## config.mk

```make
export PLATFORM = sky130hd
export DESIGN_NAME = modem_response_line_classifier
export DESIGN_NICKNAME = d
export VERILOG_FILES = /design/src/sv/mrlc_pkg.sv /design/src/sv/modem_response_line_classifier.sv /design/src/sv/mrlc_match.sv /design/src/sv/mrlc_prio.sv
export SDC_FILE = /design/constraint.sdc
export NUM_CORES = 1
export LEC_CHECK = 0
export CAP_MARGIN = 30
export CORE_ASPECT_RATIO = 0.8
export CORE_MARGIN = 3
export CORE_UTILIZATION = 38
export CTS_CLUSTER_DIAMETER = 120
export DETAILED_ROUTE_END_ITERATION = 8
export DONT_BUFFER_PORTS = 1
export PLACE_DENSITY = 0.58
export SKIP_CTS_REPAIR_TIMING = 1
export SYNTH_ARGS = -nofsm -noshare
export SYNTH_HDL_FRONTEND = slang
export SYNTH_SLANG_ARGS = --single-unit
```

## constraint.sdc

```tcl
create_clock -name i_clk -period 5.3 [get_ports i_clk]
set_input_delay 1.06 -clock i_clk [delete_from_list [all_inputs] [get_ports i_clk]]
set_output_delay 1.06 -clock i_clk [all_outputs]
set_load 0.01 [all_outputs]
```

## src/sv/mrlc_pkg.sv

```systemverilog
package mrlc_pkg;

    localparam int NumEntries = 64;
    localparam int MaxLen     = 20;
    localparam int PosW       = 5;
    localparam int PosSpan    = 2 ** PosW;
    localparam int CodeW      = 6;

    typedef logic [MaxLen*8-1:0] t_text;
    typedef logic [CodeW-1:0]    t_code;
    typedef logic [PosW-1:0]     t_pos;

    // per-word control from the top level to the matcher
    typedef struct packed {
        logic step;   // word consumed this cycle
        logic last;   // it is the final word of the line
    } t_ctl;

    localparam logic [7:0] CharComma  = 8'h2C;
    localparam t_code      CodeNone   = 6'd0;
    localparam t_code      CodeNwGsm  = 6'd18;
    localparam t_code      CodeNwGprs = 6'd19;
    localparam t_code      CodeMax    = 6'd61;

    // prefixes, right-justified, zero-padded on the left
    localparam t_text EntryText [NumEntries] = '{
        "AT", "OK", "ERROR", "+CMS ERROR",
        "+CME ERROR", "+QIOPEN: ", "+QIACT: ", "SOC_\105STB",
        "SRV_ACK", "SEND OK", "DEACT OK", "+QSSLOPEN: ",
        "+CPIN:", "+COPS:", "+QSPN:", "+QNWINFO:",
        "+CFUN:", "+CREG:", "+CGREG:", "+QENG:",
        "+CSQ:", "+QIRD:", "+CCLK:",
        "STATE: IP INITIAL", "STATE: IP START",
        "STATE: IP CONFIG", "STATE: IP IND",
        "STATE: IP GPRSACT", "STATE: IP STATUS",
        "STATE: IP PROCESSING", "STATE: PDP DEACT",
        "+QISTATE:", "CONNECT FAIL", "0, CONNECT FAIL",
        "1, CONNECT FAIL", "0, CLOSE OK", "1, CLOSE OK",
        "+CMGS:", "+CMGR:", "+CMGL:", "SHUT OK",
        "SEND FAIL", "ALREADY CONNECT", "BUSY",
        "RING", "NO CARRIER", "+PPSTIR", "PN",
        "PY", "NO ANSWER", "PD",
        "STATE: CONNECT OK", "STATE: IP CLOSE",
        "+QFLDS: ", "+QFTPCFG:", "+QFTPOPEN:",
        "+QFTPCWD:", "+QFTPSIZE:", "+QFTPGET:",
        "+QFTPCLOSE:", "+QFLST: ", "+QFOPEN: ",
        "CONNECT ", "POWERED DOWN"
    };

    localparam t_code EntryCode [NumEntries] = '{
        6'd1,  6'd2,  6'd3,  6'd4,  6'd5,  6'd6,  6'd7,  6'd8,
        6'd9,  6'd10, 6'd11, 6'd12, 6'd13, 6'd14, 6'd15, 6'd16,
        6'd17, 6'd18, 6'd19, 6'd20, 6'd21, 6'd22, 6'd23, 6'd24,
        6'd25, 6'd26, 6'd27, 6'd28, 6'd29, 6'd30, 6'd31, 6'd32,
        6'd33, 6'd33, 6'd33, 6'd34, 6'd35, 6'd36, 6'd37, 6'd38,
        6'd39, 6'd40, 6'd41, 6'd42, 6'd43, 6'd44, 6'd1,  6'd45,
        6'd46, 6'd47, 6'd48, 6'd49, 6'd50, 6'd51, 6'd52, 6'd53,
        6'd54, 6'd55, 6'd56, 6'd57, 6'd58, 6'd59, 6'd60, 6'd61
    };

    // prefix length: count of non-zero bytes
    function automatic int text_len(input int e);
        t_text t;
        int    n;
        t = EntryText[e];
        n = 0;
        for (int k = 0; k < MaxLen; k++) begin
            if (t[k*8 +: 8] != 8'h00) n++;
        end
        return n;
    endfunction

    // character k of prefix e, counted from the start of the line
    function automatic logic [7:0] text_char(input int e, input int k);
        t_text t;
        int    l;
        t = EntryText[e];
        l = text_len(e);
        if (k < l) return t[(l-1-k)*8 +: 8];
        return 8'h00;
    endfunction

endpackage

```

## src/sv/modem_response_line_classifier.sv

```systemverilog
// Modem response line classifier.
// Input channel: one line character per word on i_line_byte, with i_line_end
// high on the final character. A word is taken at a clock edge where i_valid
// is high and o_stall is low.
// Output channel: one word per line, o_response_code, 0 for no match or the
// code of the first prefix in the table that the line starts with. Taken at
// an edge where o_valid is high and i_stall is low.
// A +CREG/+CGREG code (18, 19) gives 0 if the line holds no comma. A final
// character waits in the input register, is compared there against every
// prefix, and its code goes into the result register. Throughput: one
// character per cycle while o_stall is low, set by the single compare stage
// that checks all 64 prefixes in parallel against the registered byte.
// Reset (i_rst_n low at a clock edge): all prefixes alive, position and comma
// flag cleared, both stages empty; the same clearing follows every line end.
// Receiver stall: the result word holds. Characters that end no line still
// drain through; a final character waits in the input register, and o_stall
// rises, until the result register frees up.
module modem_response_line_classifier (
    input  logic                  i_clk,
    input  logic                  i_rst_n,
    input  logic                  i_valid,
    output logic                  o_stall,
    input  logic [7:0]            i_line_byte,
    input  logic                  i_line_end,
    output logic                  o_valid,
    input  logic                  i_stall,
    output logic [5:0]            o_response_code
);

    // input register
    logic                  r_s1_vld;
    logic [7:0]            r_s1_byte;
    logic                  r_s1_end;

    // line state
    mrlc_pkg::t_pos        r_pos;
    mrlc_pkg::t_pos        n_pos;
    logic                  r_comma;
    logic                  n_comma;

    // result register
    logic                  r_out_vld;
    mrlc_pkg::t_code       r_code;

    logic                  s1_step;
    logic                  comma_any;
    mrlc_pkg::t_ctl        ctl;
    logic [mrlc_pkg::NumEntries-1:0] match;
    mrlc_pkg::t_code       code;

    // a non-final char never needs the result register
    assign s1_step   = r_s1_vld & (~r_s1_end | ~r_out_vld | ~i_stall);
    assign o_stall   = r_s1_vld & ~s1_step;
    assign comma_any = r_comma | (r_s1_byte == mrlc_pkg::CharComma);

    assign ctl.step  = s1_step;
    assign ctl.last  = r_s1_end;

    mrlc_match u_match (
        .i_clk   (i_clk),
        .i_rst_n (i_rst_n),
        .i_ctl   (ctl),
        .i_byte  (r_s1_byte),
        .i_pos   (r_pos),
        .o_match (match)
    );

    mrlc_prio u_prio (
        .i_match (match),
        .i_comma (comma_any),
        .o_code  (code)
    );

    // position saturates at its top code; only the comma check cares past 20
    always_comb begin
        n_pos   = r_pos;
        n_comma = r_comma;
        if (s1_step) begin
            if (r_s1_end) begin
                n_pos   = '0;
                n_comma = 1'b0;
            end else begin
                n_comma = comma_any;
                if (r_pos != '1) n_pos = r_pos + mrlc_pkg::PosW'(1);
            end
        end
    end

    always_ff @(posedge i_clk) begin
        if (!i_rst_n) begin
            r_s1_vld  <= 1'b0;
            r_pos     <= '0;
            r_comma   <= 1'b0;
            r_out_vld <= 1'b0;
        end else begin
            if (!o_stall) r_s1_vld <= i_valid;
            r_pos   <= n_pos;
            r_comma <= n_comma;
            if (s1_step && r_s1_end) begin
                r_out_vld <= 1'b1;
            end else if (!i_stall) begin
                r_out_vld <= 1'b0;
            end
        end
    end

    // payload registers
    always_ff @(posedge i_clk) begin
        if (!o_stall && i_valid) begin
            r_s1_byte <= i_line_byte;
            r_s1_end  <= i_line_end;
        end
        if (s1_step && r_s1_end) r_code <= code;
    end

    assign o_valid         = r_out_vld;
    assign o_response_code = r_code;

    // stall only when a final char is blocked by a held result
    a_stall_cause: assert property (@(posedge i_clk) disable iff (!i_rst_n)
        o_stall |-> (r_s1_end && r_out_vld && i_stall))
        else $error("input stalled without a blocked result");

    // line state restarts after every line end
    a_line_clear: assert property (@(posedge i_clk) disable iff (!i_rst_n)
        (s1_step && r_s1_end) |=> (r_pos == '0 && !r_comma))
        else $error("line state not cleared after line end");

    // a new result only comes from a consumed final char
    a_result_src: assert property (@(posedge i_clk) disable iff (!i_rst_n)
        $rose(o_valid) |-> $past(s1_step && r_s1_end))
        else $error("result appeared without a line end");

    // code range
    a_code_range: assert property (@(posedge i_clk) disable iff (!i_rst_n)
        o_valid |-> (o_response_code <= mrlc_pkg::CodeMax))
        else $error("response code out of range");

endmodule

```

## src/sv/mrlc_match.sv

```systemverilog
module mrlc_match (
    input  logic                             i_clk,
    input  logic                             i_rst_n,
    input  mrlc_pkg::t_ctl                   i_ctl,
    input  logic [7:0]                       i_byte,
    input  mrlc_pkg::t_pos                   i_pos,
    output logic [mrlc_pkg::NumEntries-1:0]  o_match
);

    logic [mrlc_pkg::NumEntries-1:0] r_alive;
    logic [mrlc_pkg::NumEntries-1:0] n_alive;
    logic [mrlc_pkg::NumEntries-1:0] alive_upd;

    for (genvar i = 0; i < mrlc_pkg::NumEntries; i++) begin : g_ent
        localparam mrlc_pkg::t_pos Len = mrlc_pkg::PosW'(mrlc_pkg::text_len(i));
        logic [mrlc_pkg::PosSpan-1:0] char_ok;

        for (genvar k = 0; k < mrlc_pkg::PosSpan; k++) begin : g_chr
            assign char_ok[k] = (i_byte == mrlc_pkg::text_char(i, k));
        end

        assign alive_upd[i] = r_alive[i] & ~((i_pos < Len) & ~char_ok[i_pos]);
        // whole prefix covered: pos + 1 >= len
        assign o_match[i]   = alive_upd[i] & (i_pos >= Len - mrlc_pkg::PosW'(1));
    end

    always_comb begin
        n_alive = r_alive;
        if (i_ctl.step) begin
            n_alive = i_ctl.last ? '1 : alive_upd;
        end
    end

    always_ff @(posedge i_clk) begin
        if (!i_rst_n) begin
            r_alive <= '1;
        end else begin
            r_alive <= n_alive;
        end
    end

endmodule

```

## src/sv/mrlc_prio.sv

```systemverilog
module mrlc_prio (
    input  logic [mrlc_pkg::NumEntries-1:0] i_match,
    input  logic                            i_comma,
    output mrlc_pkg::t_code                 o_code
);

    mrlc_pkg::t_code first_code;
    logic            found;

    // first entry in table order wins
    always_comb begin
        first_code = mrlc_pkg::CodeNone;
        found      = 1'b0;
        for (int i = 0; i < mrlc_pkg::NumEntries; i++) begin
            if (!found && i_match[i]) begin
                found      = 1'b1;
                first_code = mrlc_pkg::EntryCode[i];
            end
        end
    end

    // registration reports need a comma
    always_comb begin
        o_code = first_code;
        if ((first_code == mrlc_pkg::CodeNwGsm || first_code == mrlc_pkg::CodeNwGprs)
            && !i_comma) begin
            o_code = mrlc_pkg::CodeNone;
        end
    end

endmodule

```

==> results.json, run 1 <==
{
  "dieArea_sq_um": 25600,
  "synth_fp_nets": 1270,
  "antenna_found_initial": 3,
  "finalPower_mw": 1.75,
  "cts_tree": "yes",
  "status": "finished, final reports clean",
  "hold_depth": 2,
  "areaGrowthSynthToFinish_pct": 10.4,
  "synth-async-reset-ratio_pct": 0,
  "setup_viol": 0,
  "wl_um": 53500,
  "start_util_pct": 39.4,
  "synth_xor_area_share_pct": 0.679,
  "power_leakage_nw": 3.74,
  "die_x_um": 178,
  "synth_top_family_by_area": "simple AND/OR/NAND/NOR gates",
  "slowest_delay_ps": 800,
  "chipHeight_um": 144,
  "worstMarginPinSlew_ps": 1100,
  "syn_area_per_cell_sq_um": 7.20,
  "placed_area_sq_um": 9660,
  "worstPathRequired_ps": 5420,
  "dr.pass1.iters": 7,
  "min_period_over_period_pct": 90.3,
  "fillers": 2421,
  "clock_latency_ps": 370,
  "clkTransAtPathRegs_ps": 70,
  "cp.arrival_ps": 4900,
  "drv_cap": 0,
  "fin_nets": 1278,
  "regArea_sq_um": 1900,
  "rsz0062_at_grt": "no",
  "cts_root_buf": "clkbuf_16",
  "cp_max_fo": 15,
  "place_ws_ps": 760,
  "htree_levels": 3,
  "reg2regPathDepth": 13,
  "critPathLaunchType": "flip-flop",
  "grt_pass1_wl_um": 76000,
  "synthAdderAreaFrac_pct": 0.554,
  "synth_cells": 1253,
  "r2r_slack_ps": 510,
  "grt_pass1_vias": 10300,
  "synth_simple_gate_area_share_pct": 36.2,
  "path_class": "reg -> reg",
  "route.detailed.drc": 0,
  "multi_input_comb_area_sq_um": 6470,
  "synth_compound_area_share_pct": 33.5,
  "peakVddDrop_mv": 0.167,
  "synth_area_sq_um": 9030,
  "synth_edf_count": 15,
  "cts_buffers": 9,
  "final-hold-violation-count": 0,
  "synth_warnings": 0,
  "yosysSeqAreaShare_pct": 21.0,
  "setup_ws_ps": 514,
  "tns_ps": 0,
  "grt_max_degree": 45,
  "yosys-mux-area-fraction_pct": 0.665,
  "min_to": "u_match.r_alive[55]",
  "period_needed_ps": 4790,
  "cts_buffer_depth": 2,
  "end_kind": "flip-flop",
  "synth_seq_cells": 87,
  "rows": 49,
  "grt_remaining_overflow": 0,
  "ant_nets": 0,
  "hold_path.startpoint": "u_match.r_alive[55]",
  "drt_iter0_drc": 2107,
  "viasPerCell": 7.30,
  "min_path_type": "reg -> reg",
  "coreArea_sq_um": 22900,
  "drive_above_1_share_pct": 14.7,
  "path_cells": "or3b_1 -> nor3_1 -> o211ai_1 -> o311ai_0 -> buf_4 -> o31ai_1 -> nand3_1 -> nor3_4 -> nand3_1 -> o31ai_1 -> nor3_1 -> nor3_2 -> nor2_1",
  "hpwlAfterDp_um": 41300,
  "r2r-start": "r_s1_byte[5]",
  "wl_per_cell_um": 34.0,
  "clkSinkCount": 87,
  "rr_endpoint": "o_response_code[1]",
  "synth_cell_types": 117,
  "io_buffer_count": 0,
  "final_cells": 1573,
  "stdcell_area_sq_um": 9970,
  "ys.flop_type": "dfxtp_1",
  "gp_congestion": 1.12,
  "dpl.cell_count": 1555,
  "cpMaxStageDelayCell": "edfxtp_1",
  "clock_skew_ps": 13.3,
  "slew_viol_final": 0,
  "io_pins": 21,
  "slew_headroom_pct": 25.9,
  "power.density_nw_per_um2": 175,
  "vias": 11500,
  "grt_usage_pct": 41.4,
  "max_freq_mhz": 209
}
registers in the layout (all words and copies together) (netlist names):
name / count
r_s1_vld: 1
r_pos: 5
u_match.r_alive: 64
r_s1_end: 1
r_comma: 1
o_response_code: 6
o_valid: 1
r_s1_byte: 8
cells in the final DEF (no fill, tap or decap), types with 7 or more instances in the layout:
cell type    n
nand2_1    160
buf_4      103
a21oi_1     97
o21ai_0     91
nor2_1      76
dfxtp_1     69
nand3_1     61
nor3_1      58
a31oi_1     33
nand4_1     24
inv_1       19
nor4_1      19
and2_1      16
and3_1      16
o31ai_1     16
a211oi_1    15
edfxtp_1    15
a21o_1      14
nor2b_1     13
or3_1       13
nand2b_1    13
o22ai_1     10
a311oi_1    10
o21ai_1     10
o21a_1      10
clkbuf_16    9
o311ai_0     8
o211ai_1     8
o311a_1      8
or2_2        7
nand4bb_1    7
nor3b_1      7
nand3b_1     7
cell type report:
class	count	area share, %
inverters	20	0.753
multi-input cells	1035	64.9
clock inverters	4	0.540
well taps	306	3.84
clock buffers	12	2.47
repair buffers	108	8.46
diodes	1	0.0251
flip-flops and latches	87	19.0
worst max-delay path by stage:
stage / from / endpoint / slack, ps / cells after the start
4_1_cts: r_s1_byte[5] / o_response_code[1] / 730 / 13
5_1_grt: r_s1_byte[5] / o_response_code[1] / 240 / 12
2_1_floorplan: r_pos[1] / o_response_code[1] / 1540 / 16
3_3_place_gp: r_s1_byte[5] / o_response_code[1] / 680 / 12
6_report: r_s1_byte[5] / o_response_code[1] / 510 / 13
3_5_place_dp: r_s1_byte[5] / o_response_code[1] / 760 / 13
kinds of logic (layout without fill, tap and decap cells):
family / count (synthesis) / after routing
XOR/XNOR: 7 / 7
other: 0 / 1
AO/OA/AOI/OAI: 440 / 440
multiplexers: 6 / 6
buffers and inverters: 131 / 144
adder cells (fa/ha/maj): 4 / 4
AND/OR/NAND/NOR: 578 / 578
flip-flops: 87 / 87
synth_stat cells, drive strengths merged (7+ instances only):
| cell | count | area share, % |
|---|---|---|
| nand2 | 161 | 6.7 |
| o21ai | 102 | 5.7 |
| a21oi | 99 | 5.6 |
| nor2 | 79 | 3.4 |
| dfxtp | 72 | 16 |
| buf | 71 | 4.9 |
| nand3 | 63 | 3.6 |
| nor3 | 63 | 3.8 |
| clkbuf | 40 | 1.7 |
| a31oi | 33 | 2.3 |
| nand4 | 25 | 1.9 |
| nor4 | 22 | 1.7 |
| inv | 19 | 0.79 |
| and3 | 18 | 1.4 |
| and2 | 17 | 1.2 |
| a211oi | 16 | 1.4 |
| o31ai | 16 | 1.3 |
| edfxtp | 15 | 5.0 |
| a21o | 14 | 1.2 |
| nand2b | 13 | 0.90 |
| nor2b | 13 | 0.90 |
| or3 | 13 | 0.90 |
| o311ai | 12 | 1.2 |
| a311oi | 11 | 1.1 |
| o21a | 10 | 0.83 |
| o22ai | 10 | 0.69 |
| o211ai | 9 | 0.80 |
| or2 | 9 | 0.62 |
| a2111oi | 8 | 1.1 |
| a41oi | 8 | 0.94 |
| nand3b | 8 | 0.80 |
| nor3b | 8 | 0.72 |
| nor4b | 8 | 1.2 |
| o311a | 8 | 0.89 |
| or3b | 8 | 0.78 |
| a21boi | 7 | 0.58 |
| nand4bb | 7 | 0.87 |
where the power goes:
| group | total [mW] | internal (mW) | switching (mW) | leakage [nW] |
|---|---|---|---|---|
| logic | 0.297 | 0.0917 | 0.205 | 2.86 |
| clock network | 0.693 | 0.381 | 0.312 | 0.139 |
| registers | 0.758 | 0.714 | 0.0435 | 0.737 |
| total | 1.75 | 1.19 | 0.561 | 3.74 |
stage by stage:
step	util (%)	hold WS [ps]
after floorplan	-	415
after global placement	42.1	428
after detailed placement	42.1	437
after CTS	43.4	448
after global routing	43.5	472
final	43.5	449
critical path, delay by kind of cell (launching register included):
kind	cells	cell delay [ps]
buf+inv	1	180
flops	1	800
compound gates	4	1290
simple gates	8	2230
routing by layer:
layer	up-vias	track usage, %	part of all wire [%]
li1	4832	-	-
met1	5478	58.0	41
met2	973	55.2	38
met3	192	16.3	15
met4	8	18.9	6.0
met5	-	0	0.19
No activity file was read; power rests on OpenSTA's default activity.
==> run 2, diff against run 1 <==
Settings changed: MAX_ROUTING_LAYER set to met4.
==> run 2 against run 1 <==
Net effect: worst setup slack got worse by 59 ps; non-clock buffer count rose by 12; combinational power rose by 1%; count of clock-buffer cells in the layout fell by 1; wire length rose by 0.70%; register-to-register slack got worse by 60 ps; global-route usage rose by 1.4 points; fmax fell by 1.2%; critical path depth did not move; critical path type unchanged; critical endpoint is now o_response_code[4]; highest routed layer is now met4.
==> results.json, run 2 (synthesis results as in run 1) <==
{
  "clock_skew_ps": 17.8,
  "critPathLaunchType": "flip-flop",
  "final_core_util_pct": 44.1,
  "max_freq_mhz": 206,
  "rows": 49,
  "ant_nets": 0,
  "drt_iter0_drc": 2009,
  "grtUsageMet3_pct": 18.5,
  "peakVddDrop_mv": 0.137,
  "clkSinkCount": 87,
  "worstMarginPinSlew_ps": 1030,
  "period_needed_ps": 4840,
  "start_util_pct": 39.4,
  "route.detailed.drc": 0,
  "met1_usage_pct": 55.7,
  "tns_ps": 0,
  "antenna_found_initial": 1,
  "largest-register": "u_match.r_alive",
  "coreArea_sq_um": 22900,
  "grt_usage_pct": 42.8,
  "power.density_nw_per_um2": 175,
  "wl_um": 53800,
  "grt_pass1_vias": 10600,
  "final_cells": 1586,
  "dieArea_sq_um": 25600,
  "cts_buffers": 9,
  "setup_viol": 0,
  "cp_max_fo": 26,
  "chipHeight_um": 144,
  "io_pins": 21,
  "min_path_type": "reg -> reg",
  "drive_above_1_share_pct": 15.6,
  "status": "finished, final reports clean",
  "cts_tree": "yes",
  "min_period_over_period_pct": 91.4,
  "hpwlAfterDp_um": 41900,
  "largest_reg_flops": 64,
  "cts_buffer_depth": 2,
  "grt_remaining_overflow": 0,
  "die_x_um": 178,
  "io_buffer_count": 0,
  "slew_viol_final": 0,
  "final-hold-violation-count": 0,
  "gp_congestion": 1.11,
  "place_ws_ps": 691,
  "areaGrowthSynthToFinish_pct": 12.1,
  "power_leakage_nw": 3.80,
  "htree_levels": 3,
  "worstPathRequired_ps": 5430,
  "finalPower_mw": 1.77,
  "met2_usage_pct": 54.7,
  "drv_cap": 0,
  "clock_latency_ps": 380,
  "dr.pass1.iters": 8,
  "end_kind": "flip-flop",
  "grt_busiest_layer": "met1",
  "grt_max_degree": 44,
  "grt_pass1_wl_um": 76300,
  "slew_headroom_pct": 30.6,
  "rsz0062_at_grt": "no",
  "final_cell_mix": "160 x nand2_1, 112 x buf_4, 97 x a21oi_1, 91 x o21ai_0, 76 x nor2_1",
  "vias": 11600,
  "cts_root_buf": "clkbuf_16",
  "setup_ws_ps": 455,
  "clkTransAtPathRegs_ps": 80,
  "fin_nets": 1290,
  "dpl.cell_count": 1568,
  "reg.largest.list": "u_match.r_alive x64, r_s1_byte x8, o_response_code x6",
  "cp.arrival_ps": 4970,
  "layout_commonest_cell": "nand2_1",
  "path_class": "reg -> reg",
  "viasPerCell": 7.31,
  "wl_per_cell_um": 33.9
}
run 2: layout make-up:
type	instances	area, sq um
diodes	2	5.00
clock buffers	11	275
clock inverters	5	41.3
fillers	2375	12800
inverters	20	75.1
multi-input cells	1035	6470
flip-flops and latches	87	1900
well taps	306	383
repair buffers	120	980
run 2: where the power goes:
part           total, mW  internal, mW  switching (mW)
Sequential         0.761         0.714          0.0469
Clock              0.708         0.382           0.327
Combinational      0.301        0.0975           0.203
run 2: stage by stage:
| step | area (sq um) | hold WS, ps |
|---|---|---|
| after floorplan | 9030 | 415 |
| after global placement | 9770 | 433 |
| after detailed placement | 9800 | 439 |
| after CTS | 10100 | 451 |
| after global routing | 10100 | 467 |
| final | 10100 | 448 |
run 2: worst max-delay path, cell delays in order (launching register included):
cell       delay [ps]
edfxtp_1         1000
buf_4             300
nand4bb_1         270
nor3_1            140
a221oi_1          830
a31oi_1           240
nand2b_1          220
nor3_1            510
nor4b_2           110
o21ai_1           190
a21boi_1          270
o221ai_2          160
nor3_2            290
nor2_1             70
run 2: path summary, 6_finish.rpt:
path | cells past startpoint | startpoint | end | slack (ps)
setup / recovery | 13 | r_s1_byte[2] | o_response_code[4] | 460
hold / removal | 2 | u_match.r_alive[40] | u_match.r_alive[40] | 450
setup reg to reg | 13 | r_s1_byte[2] | o_response_code[4] | 460
hold reg to reg | 2 | u_match.r_alive[40] | u_match.r_alive[40] | 450
run 2: metal layers:
metal	wire length (um)	vias up
met3	8550	239
met4	3790	0
met5	0	-
met1	21400	5486
met2	20100	998
li1	-	4866
